===== src/design/lfo_waveform_mixer_macros.svh =====
// ---------------------------------------------------------------------------
// lfo_waveform_mixer assertion macros
// Shared property wrappers for the oscillator checks.
// ---------------------------------------------------------------------------
`ifndef LFO_WAVEFORM_MIXER_MACROS_SVH
`define LFO_WAVEFORM_MIXER_MACROS_SVH

// The consequent must hold in the same cycle as the antecedent.
`define LFO_ASSERT_SAME(label, clk, rstn, ante, cons, msg) \
    label: assert property (@(posedge clk) disable iff (!(rstn)) (ante) |-> (cons)) \
        else $error(msg);

// The consequent must hold in the cycle after the antecedent.
`define LFO_ASSERT_NEXT(label, clk, rstn, ante, cons, msg) \
    label: assert property (@(posedge clk) disable iff (!(rstn)) (ante) |=> (cons)) \
        else $error(msg);

`endif


===== src/design/lfo_pkg.sv =====
// ---------------------------------------------------------------------------
// lfo_pkg
// Constants and helper functions for the low-frequency oscillator.
// ---------------------------------------------------------------------------
package lfo_pkg;

    localparam int DEF_PHASE_BITS  = 32;
    localparam int DEF_OUTPUT_BITS = 16;

    localparam int RATE_W   = 16;
    localparam int MASK_W   = 5;
    localparam int SCALE_W  = 26;
    localparam int CLAMP_W  = 15;
    localparam int COUNT_W  = 3;
    localparam int RECIP_W  = 17;
    localparam int NOISE_W  = 32;
    localparam int SCALE_FRAC_BITS = 48;

    localparam logic [SCALE_W-1:0] SCALE_RESET = 26'd5864062;
    localparam logic [RATE_W-1:0]  RATE_MIN    = 16'd10;
    localparam logic [RATE_W-1:0]  RATE_MAX    = 16'd30000;
    localparam logic [NOISE_W-1:0] NOISE_SEED  = 32'h7f4a7c15;

    typedef logic [RECIP_W-1:0] recip_t;

    // Q16 reciprocal of the number of selected waveforms.
    function automatic recip_t recip_q16(input logic [COUNT_W-1:0] count);
        recip_t r;
        case (count)
            3'd1:    r = 17'd65536;
            3'd2:    r = 17'd32768;
            3'd3:    r = 17'd21845;
            3'd4:    r = 17'd16384;
            3'd5:    r = 17'd13107;
            default: r = 17'd0;
        endcase
        return r;
    endfunction

    // One step of the xorshift32 generator.
    function automatic logic [NOISE_W-1:0] xorshift32(input logic [NOISE_W-1:0] s_in);
        logic [NOISE_W-1:0] s;
        s = s_in;
        s = s ^ (s << 13);
        s = s ^ (s >> 17);
        s = s ^ (s << 5);
        return s;
    endfunction

endpackage


===== src/design/lfo_waveform_mixer.sv =====
// ---------------------------------------------------------------------------
// lfo_waveform_mixer
// Phase-accumulator LFO that averages the selected waveforms per sample tick.
// ---------------------------------------------------------------------------
// Each accepted item is one sample tick. The block takes one item every clock
// while the output is not stalled by m_axis_tready, and delivers its result
// through the input register, then the result register; the sustained rate of
// one item per cycle is set by the phase accumulator loop, which closes through
// a single rate-times-scale multiply and one add in the stage between the two
// registers. The result is formed from the phase before that tick's advance,
// and a new held value taken at a phase wrap is first seen on the following tick.
`include "lfo_waveform_mixer_macros.svh"

module lfo_waveform_mixer
    import lfo_pkg::*;
#(
    parameter int PHASE_BITS  = DEF_PHASE_BITS,
    parameter int OUTPUT_BITS = DEF_OUTPUT_BITS,
    localparam int OUT_TDATA_W = ((OUTPUT_BITS + 7) / 8) * 8
) (
    input  logic                   aclk,
    input  logic                   aresetn,

    input  logic                   cfg_wr_en,
    input  logic [SCALE_W-1:0]     cfg_wr_data,    // phase_step_scale

    input  logic                   s_axis_tvalid,
    output logic                   s_axis_tready,
    input  logic [RATE_W-1:0]      s_axis_tdata,   // [15:0] rate_millihertz
    input  logic [MASK_W-1:0]      s_axis_tuser,   // [4:0] waveform_mask

    output logic                   m_axis_tvalid,
    input  logic                   m_axis_tready,
    output logic [OUT_TDATA_W-1:0] m_axis_tdata    // [OUTPUT_BITS-1:0] lfo_value
);

    localparam int FRAC     = OUTPUT_BITS - 1;
    localparam int SUM_W    = OUTPUT_BITS + 3;
    localparam int PROD_W   = SUM_W + RECIP_W + 1;
    localparam int MUL_W    = CLAMP_W + SCALE_W;
    localparam int INC_SHIFT = SCALE_FRAC_BITS - PHASE_BITS;

    localparam logic signed [SUM_W-1:0]  FS_S    = SUM_W'(1) << FRAC;
    localparam logic signed [SUM_W-1:0]  HALF_S  = SUM_W'(1) << (FRAC - 1);
    localparam logic signed [PROD_W-1:0] RND_BIAS = PROD_W'(1) << 15;
    localparam logic signed [PROD_W-1:0] SAT_HI  = (PROD_W'(1) << FRAC) - PROD_W'(1);
    localparam logic signed [PROD_W-1:0] SAT_LO  = -(PROD_W'(1) << FRAC);

    // Control and state registers.
    logic                    in_valid_reg;
    logic                    out_valid_reg;
    logic [PHASE_BITS-1:0]   phase_reg, phase_next;
    logic signed [OUTPUT_BITS-1:0] held_reg, held_next;
    logic [NOISE_W-1:0]      noise_reg, noise_next;
    logic [SCALE_W-1:0]      scale_reg;

    // Payload registers.
    logic [RATE_W-1:0]       rate_reg;
    logic [MASK_W-1:0]       mask_reg;
    logic [OUTPUT_BITS-1:0]  value_reg, value_next;

    logic out_ready;
    logic advance;
    logic in_load;

    assign out_ready     = !out_valid_reg || m_axis_tready;
    assign advance       = in_valid_reg && out_ready;
    assign s_axis_tready = !in_valid_reg || out_ready;
    assign in_load       = s_axis_tvalid && s_axis_tready;

    // ---------------- Waveforms and average ----------------
    logic [FRAC-1:0]          p;
    logic signed [SUM_W-1:0]  pw, p_offset, adist;
    logic signed [SUM_W-1:0]  saw_up, tri_w, square_w, saw_dn, hold_w;
    logic signed [SUM_W-1:0]  sum;
    logic [COUNT_W-1:0]       count;
    logic signed [PROD_W-1:0] prod, biased, rounded, clipped;

    assign p        = phase_reg[PHASE_BITS-1 -: FRAC];
    assign pw       = SUM_W'({1'b0, p});
    assign p_offset = pw - HALF_S;
    assign adist    = p_offset[SUM_W-1] ? -p_offset : p_offset;

    assign saw_up   = (pw <<< 1) - FS_S;
    assign tri_w    = FS_S - (adist <<< 2);
    assign square_w = p[FRAC-1] ? -FS_S : FS_S;
    assign saw_dn   = FS_S - (pw <<< 1);
    assign hold_w   = SUM_W'(held_reg);

    always_comb begin
        sum   = '0;
        count = '0;
        if (mask_reg[0]) begin
            sum   = sum + saw_up;
            count = count + COUNT_W'(1);
        end
        if (mask_reg[1]) begin
            sum   = sum + tri_w;
            count = count + COUNT_W'(1);
        end
        if (mask_reg[2]) begin
            sum   = sum + square_w;
            count = count + COUNT_W'(1);
        end
        if (mask_reg[3]) begin
            sum   = sum + saw_dn;
            count = count + COUNT_W'(1);
        end
        if (mask_reg[4]) begin
            sum   = sum + hold_w;
            count = count + COUNT_W'(1);
        end
    end

    // Round to nearest with ties upward: add half an LSB, then floor.
    assign prod    = PROD_W'(sum) * $signed({1'b0, recip_q16(count)});
    assign biased  = prod + RND_BIAS;
    assign rounded = biased >>> 16;

    always_comb begin
        if (rounded > SAT_HI) begin
            clipped = SAT_HI;
        end else if (rounded < SAT_LO) begin
            clipped = SAT_LO;
        end else begin
            clipped = rounded;
        end
        value_next = (count == '0) ? '0 : clipped[OUTPUT_BITS-1:0];
    end

    // ---------------- Phase advance ----------------
    logic [CLAMP_W-1:0]    rate_clamped;
    logic [MUL_W-1:0]      step_prod;
    logic [MUL_W-1:0]      step_shifted;
    logic [PHASE_BITS:0]   phase_sum;
    logic [NOISE_W-1:0]    noise_stepped;
    logic                  wrapped;

    always_comb begin
        if (rate_reg < RATE_MIN) begin
            rate_clamped = CLAMP_W'(RATE_MIN);
        end else if (rate_reg > RATE_MAX) begin
            rate_clamped = CLAMP_W'(RATE_MAX);
        end else begin
            rate_clamped = rate_reg[CLAMP_W-1:0];
        end
    end

    assign step_prod     = MUL_W'(rate_clamped) * MUL_W'(scale_reg);
    assign step_shifted  = step_prod >> INC_SHIFT;
    assign phase_sum     = {1'b0, phase_reg} + (PHASE_BITS + 1)'(step_shifted);
    assign wrapped       = phase_sum[PHASE_BITS];
    assign noise_stepped = xorshift32(noise_reg);

    always_comb begin
        phase_next = phase_reg;
        noise_next = noise_reg;
        held_next  = held_reg;
        if (advance) begin
            phase_next = phase_sum[PHASE_BITS-1:0];
            if (wrapped) begin
                noise_next = noise_stepped;
                // Top bits minus full scale is the same as inverting the top bit.
                held_next  = {~noise_stepped[NOISE_W-1],
                              noise_stepped[NOISE_W-2 -: OUTPUT_BITS-1]};
            end
        end
    end

    // ---------------- Registers ----------------
    always_ff @(posedge aclk) begin
        if (!aresetn) begin
            in_valid_reg  <= 1'b0;
            out_valid_reg <= 1'b0;
            phase_reg     <= '0;
            held_reg      <= '0;
            noise_reg     <= NOISE_SEED;
            scale_reg     <= SCALE_RESET;
        end else begin
            if (s_axis_tready) begin
                in_valid_reg <= s_axis_tvalid;
            end
            if (out_ready) begin
                out_valid_reg <= in_valid_reg;
            end
            phase_reg <= phase_next;
            held_reg  <= held_next;
            noise_reg <= noise_next;
            if (cfg_wr_en) begin
                scale_reg <= cfg_wr_data;
            end
        end
    end

    always_ff @(posedge aclk) begin
        if (in_load) begin
            rate_reg <= s_axis_tdata;
            mask_reg <= s_axis_tuser;
        end
        if (advance) begin
            value_reg <= value_next;
        end
    end

    assign m_axis_tvalid = out_valid_reg;
    assign m_axis_tdata  = OUT_TDATA_W'(value_reg);

    // ---------------- Assertions ----------------
    `LFO_ASSERT_SAME(a_noise_nonzero, aclk, aresetn, 1'b1, noise_reg != '0,
        "noise generator reached the all-zero lockup state")
    `LFO_ASSERT_NEXT(a_state_holds, aclk, aresetn, !advance,
        $stable(phase_reg) && $stable(noise_reg) && $stable(held_reg),
        "oscillator state changed without an item advancing")
    `LFO_ASSERT_NEXT(a_empty_mask_zero, aclk, aresetn, advance && (mask_reg == '0),
        value_reg == '0, "empty waveform mask produced a nonzero value")
    `LFO_ASSERT_SAME(a_ready_when_drained, aclk, aresetn, !out_valid_reg,
        s_axis_tready, "input stalled while the result register was empty")

endmodule

===== config.mk =====
export PLATFORM = sky130hd
export DESIGN_NAME = lfo_waveform_mixer
export DESIGN_NICKNAME = d
export VERILOG_FILES = /design/src/design/lfo_pkg.sv /design/src/design/lfo_waveform_mixer.sv
export VERILOG_INCLUDE_DIRS = /design/src /design/src/design
export SDC_FILE = /design/constraint.sdc
export NUM_CORES = 2
export LEC_CHECK = 0
export BUFFER_PORTS_ARGS = -buffer_cell sky130_fd_sc_hd__buf_2
export CORE_MARGIN = 2
export CORE_UTILIZATION = 45
export CTS_CLUSTER_SIZE = 30
export DETAILED_ROUTE_END_ITERATION = 7
export SETUP_SLACK_MARGIN = 0.1
export SKIP_CTS_REPAIR_TIMING = 1
export SLEW_MARGIN = 20
export SYNTH_ARGS = -nofsm -noshare
export SYNTH_HDL_FRONTEND = slang
export SYNTH_SLANG_ARGS = --single-unit

===== constraint.sdc =====
create_clock -name aclk -period 16.95 [get_ports aclk]
set_input_delay 3.39 -clock aclk [delete_from_list [all_inputs] [get_ports aclk]]
set_output_delay 3.39 -clock aclk [all_outputs]
set_load 0.1 [all_outputs]

==> impl_metrics.json <==
{
  "final_cell_area_mm2": 0.03410,
  "status": "finished, final reports clean",
  "antenna_found_initial": 1,
  "clk_pin_slew_ns": 0.07,
  "first_global_vias": 25012,
  "reg2reg_slack_ns": 1.81,
  "final_period_minus_worst_setup_slack_ns": 15.14,
  "required_ns": 17.15,
  "fin_cells": 4543,
  "max-clock-path-buffers": 2,
  "r2r_start": "phase_reg[17]$_SDFFE_PN0P_",
  "cts_buffers": 17,
  "synth_seq_area_share_pct": 9.809,
  "drcViolationCount": 0,
  "ios": 70,
  "fin_skew_ns": 0.01724,
  "routabilityCongestion": 0.8812,
  "synth-async-reset-ratio_pct": 0,
  "hpwl_um": 64710,
  "fin_crit_sh_pct": 89.33,
  "grt_usage_pct": 23.09,
  "drt-total-wl_um": 80910,
  "cap_violations": 0,
  "finalHoldViolCount": 0,
  "grt_max_degree": 50,
  "final-max-slew-violation-count": 0,
  "postRouteAntennaNets": 0,
  "largest_register_ffs": 32,
  "routed_via_density": 5.219,
  "netlist_area_mm2": 0.03235,
  "setup_violations": 0,
  "io_buffers": 69,
  "cts.sinks": 140,
  "vias": 23711,
  "antenna_cells": 0,
  "core-area_mm2": 0.07136,
  "drive_gt1_share_pct": 5.900,
  "syn_inst": 3611,
  "synth_cell_types": 83,
  "layout.nets": 4561,
  "worstSetupEndpoint": "m_axis_tdata[10]$_SDFFCE_PP0P_",
  "yosys.area.top_type": "fa_1",
  "synthFlopType": "dfxtp_1",
  "dpl_cell_area_mm2": 0.03355,
  "wl_per_cell_um": 17.81,
  "synth-warning-count": 0,
  "grt_pass1_wl_um": 134400,
  "grt.overflow.total": 0,
  "rsz0062_at_grt": "false",
  "tightest_slew_ns": 1.097,
  "dp.cells": 4511,
  "synthToLayoutAreaGrowth_pct": 5.419,
  "cp_slowest_stage_delay_ns": 0.60,
  "rows": 98,
  "die_x_um": 272.1,
  "h-tree-depth": 4,
  "rr_worst_depth": 56,
  "crit_type": "register to register",
  "startpoint": "phase_reg[17]$_SDFFE_PN0P_",
  "synth.top_cell.area_share_pct": 34.41,
  "fmaxAchievable_mhz": 66.05,
  "cts_tree": "built",
  "path_common_cell": "ha_1",
  "arrival_ns": 15.34,
  "die_area_mm2": 0.07405,
  "initial_core_util_pct": 45.33,
  "insertion_delay_ns": 0.50,
  "root_buffer": "clkbuf_16",
  "end_kind": "register",
  "syn_area_per_cell_um2": 8.959,
  "synth_edf_count": 37,
  "drt_iter0_drc": 1393,
  "slew_headroom_pct": 26.86,
  "die_h_um": 272.1,
  "startpoint_type": "register",
  "min_path_type": "register to register",
  "synth-seq-cells": 140,
  "final.setup.tns_ns": 0,
  "cp_slowest_cell": "xnor3_1",
  "r2r_end": "m_axis_tdata[10]$_SDFFCE_PP0P_",
  "worstPathMaxFanout": 15,
  "yosys-top-cells-area": "fa_1 34%, ha_1 14%, inv_1 8.0%",
  "drt_pass1_iterations": 7
}
==> worst max-delay path, delay by kind of cell (launching register included) <==
family,cells,cell delay (ns)
mux,2,0.57
buf+inv,6,0.68
simple gates,12,2.16
fa+ha+maj,13,5.13
compound gates,17,4.58
flops,1,0.39
xor+xnor,6,1.36
==> cell usage in the layout (no fill, tap or decap), types with 25 or more instances in the layout <==
cell,synthesis,final
inv_1,688,686
xnor2_1,174,174
or2_2,31,31
nand2_1,380,380
nand2b_1,25,25
and3_1,99,99
nor3_1,28,28
and2_1,59,59
mux2i_1,36,36
buf_2,5,69
nand3_1,28,28
edfxtp_1,37,37
nor2b_1,44,44
dfxtp_1,103,103
xor2_1,81,81
a21o_1,66,66
nor2_1,210,209
nor4_1,28,28
a21oi_1,124,123
ha_1,373,373
o21ai_0,61,61
buf_4,0,32
fa_1,556,556
==> Yosys cell counts (4+ instances only) <==
master,instances
a2111oi_0,7
a211oi_1,12
a21o_1,66
a21oi_1,124
a31oi_1,12
a41oi_1,5
and2_1,59
and3_1,99
and4_1,8
buf_1,10
buf_2,5
clkbuf_1,136
dfxtp_1,103
edfxtp_1,37
fa_1,556
ha_1,373
inv_1,688
mux2_2,18
mux2i_1,36
nand2_1,380
nand2b_1,25
nand3_1,28
nand3b_1,4
nand4_1,17
nor2_1,210
nor2b_1,44
nor3_1,28
nor4_1,28
nor4b_1,5
o2111ai_1,4
o21a_1,15
o21ai_0,61
o21ai_1,5
o21bai_1,15
o22ai_1,18
o31ai_1,4
or2_2,31
or3_1,15
xnor2_1,174
xor2_1,81
==> final cells by class <==
class	instances	area, um2
flip-flops and latches	140	3173
clock inverters	15	127.6
inverters	688	2582
well taps	950	1189
repair buffers	101	585.6
clock buffers	17	425.4
fillers	7043	37260
multi-input cells	2632	26020
==> cells by family (layout without fill, tap and decap cells) <==
kind of cell    Yosys count  in the layout  share of synthesized area (%)
xor+xnor                257            257                          7.024
simple gates            994            994                          14.71
flops                   140            140                          9.809
fa+ha+maj               929            929                          48.83
other cells               2              6                        0.02321
compound gates          391            391                          7.964
buf+inv                 843            821                          9.855
mux                      55             55                          1.783
==> stage by stage <==
stage / utilization (%) / hold WS [ns] / setup WS (ns)
after floorplan: - / 0.4362 / 3.370
after global placement: 47.01 / 0.4473 / 1.925
after detailed placement: 47.01 / 0.4506 / 1.781
after CTS: 47.78 / 0.4602 / 1.708
after global routing: 47.79 / 0.4847 / 0.5864
final: 47.79 / 0.4557 / 1.809
==> worst min path at each step <==
stage / from / endpoint / slack [ns] / cells after the start
2_1_floorplan: phase_reg[14]$_SDFFE_PN0P_ / phase_reg[14]$_SDFFE_PN0P_ / 0.44 / 2
3_3_place_gp: phase_reg[9]$_SDFFE_PN0P_ / phase_reg[9]$_SDFFE_PN0P_ / 0.45 / 2
3_5_place_dp: phase_reg[15]$_SDFFE_PN0P_ / phase_reg[15]$_SDFFE_PN0P_ / 0.45 / 2
4_1_cts: phase_reg[15]$_SDFFE_PN0P_ / phase_reg[15]$_SDFFE_PN0P_ / 0.46 / 2
5_1_grt: held_reg[6]$_SDFFE_PN0P_ / held_reg[6]$_SDFFE_PN0P_ / 0.48 / 2
6_report: phase_reg[13]$_SDFFE_PN0P_ / phase_reg[13]$_SDFFE_PN0P_ / 0.46 / 2
==> layer usage <==
metal	track usage, %	part of all wire [%]
met1	31.40	45
met2	38.41	47
met3	3.518	5.2
met4	6.246	2.3
met5	0	0.014
Power is not shown: default switching activity piles up to over one toggle a cycle in this logic, so the estimate is an artifact.
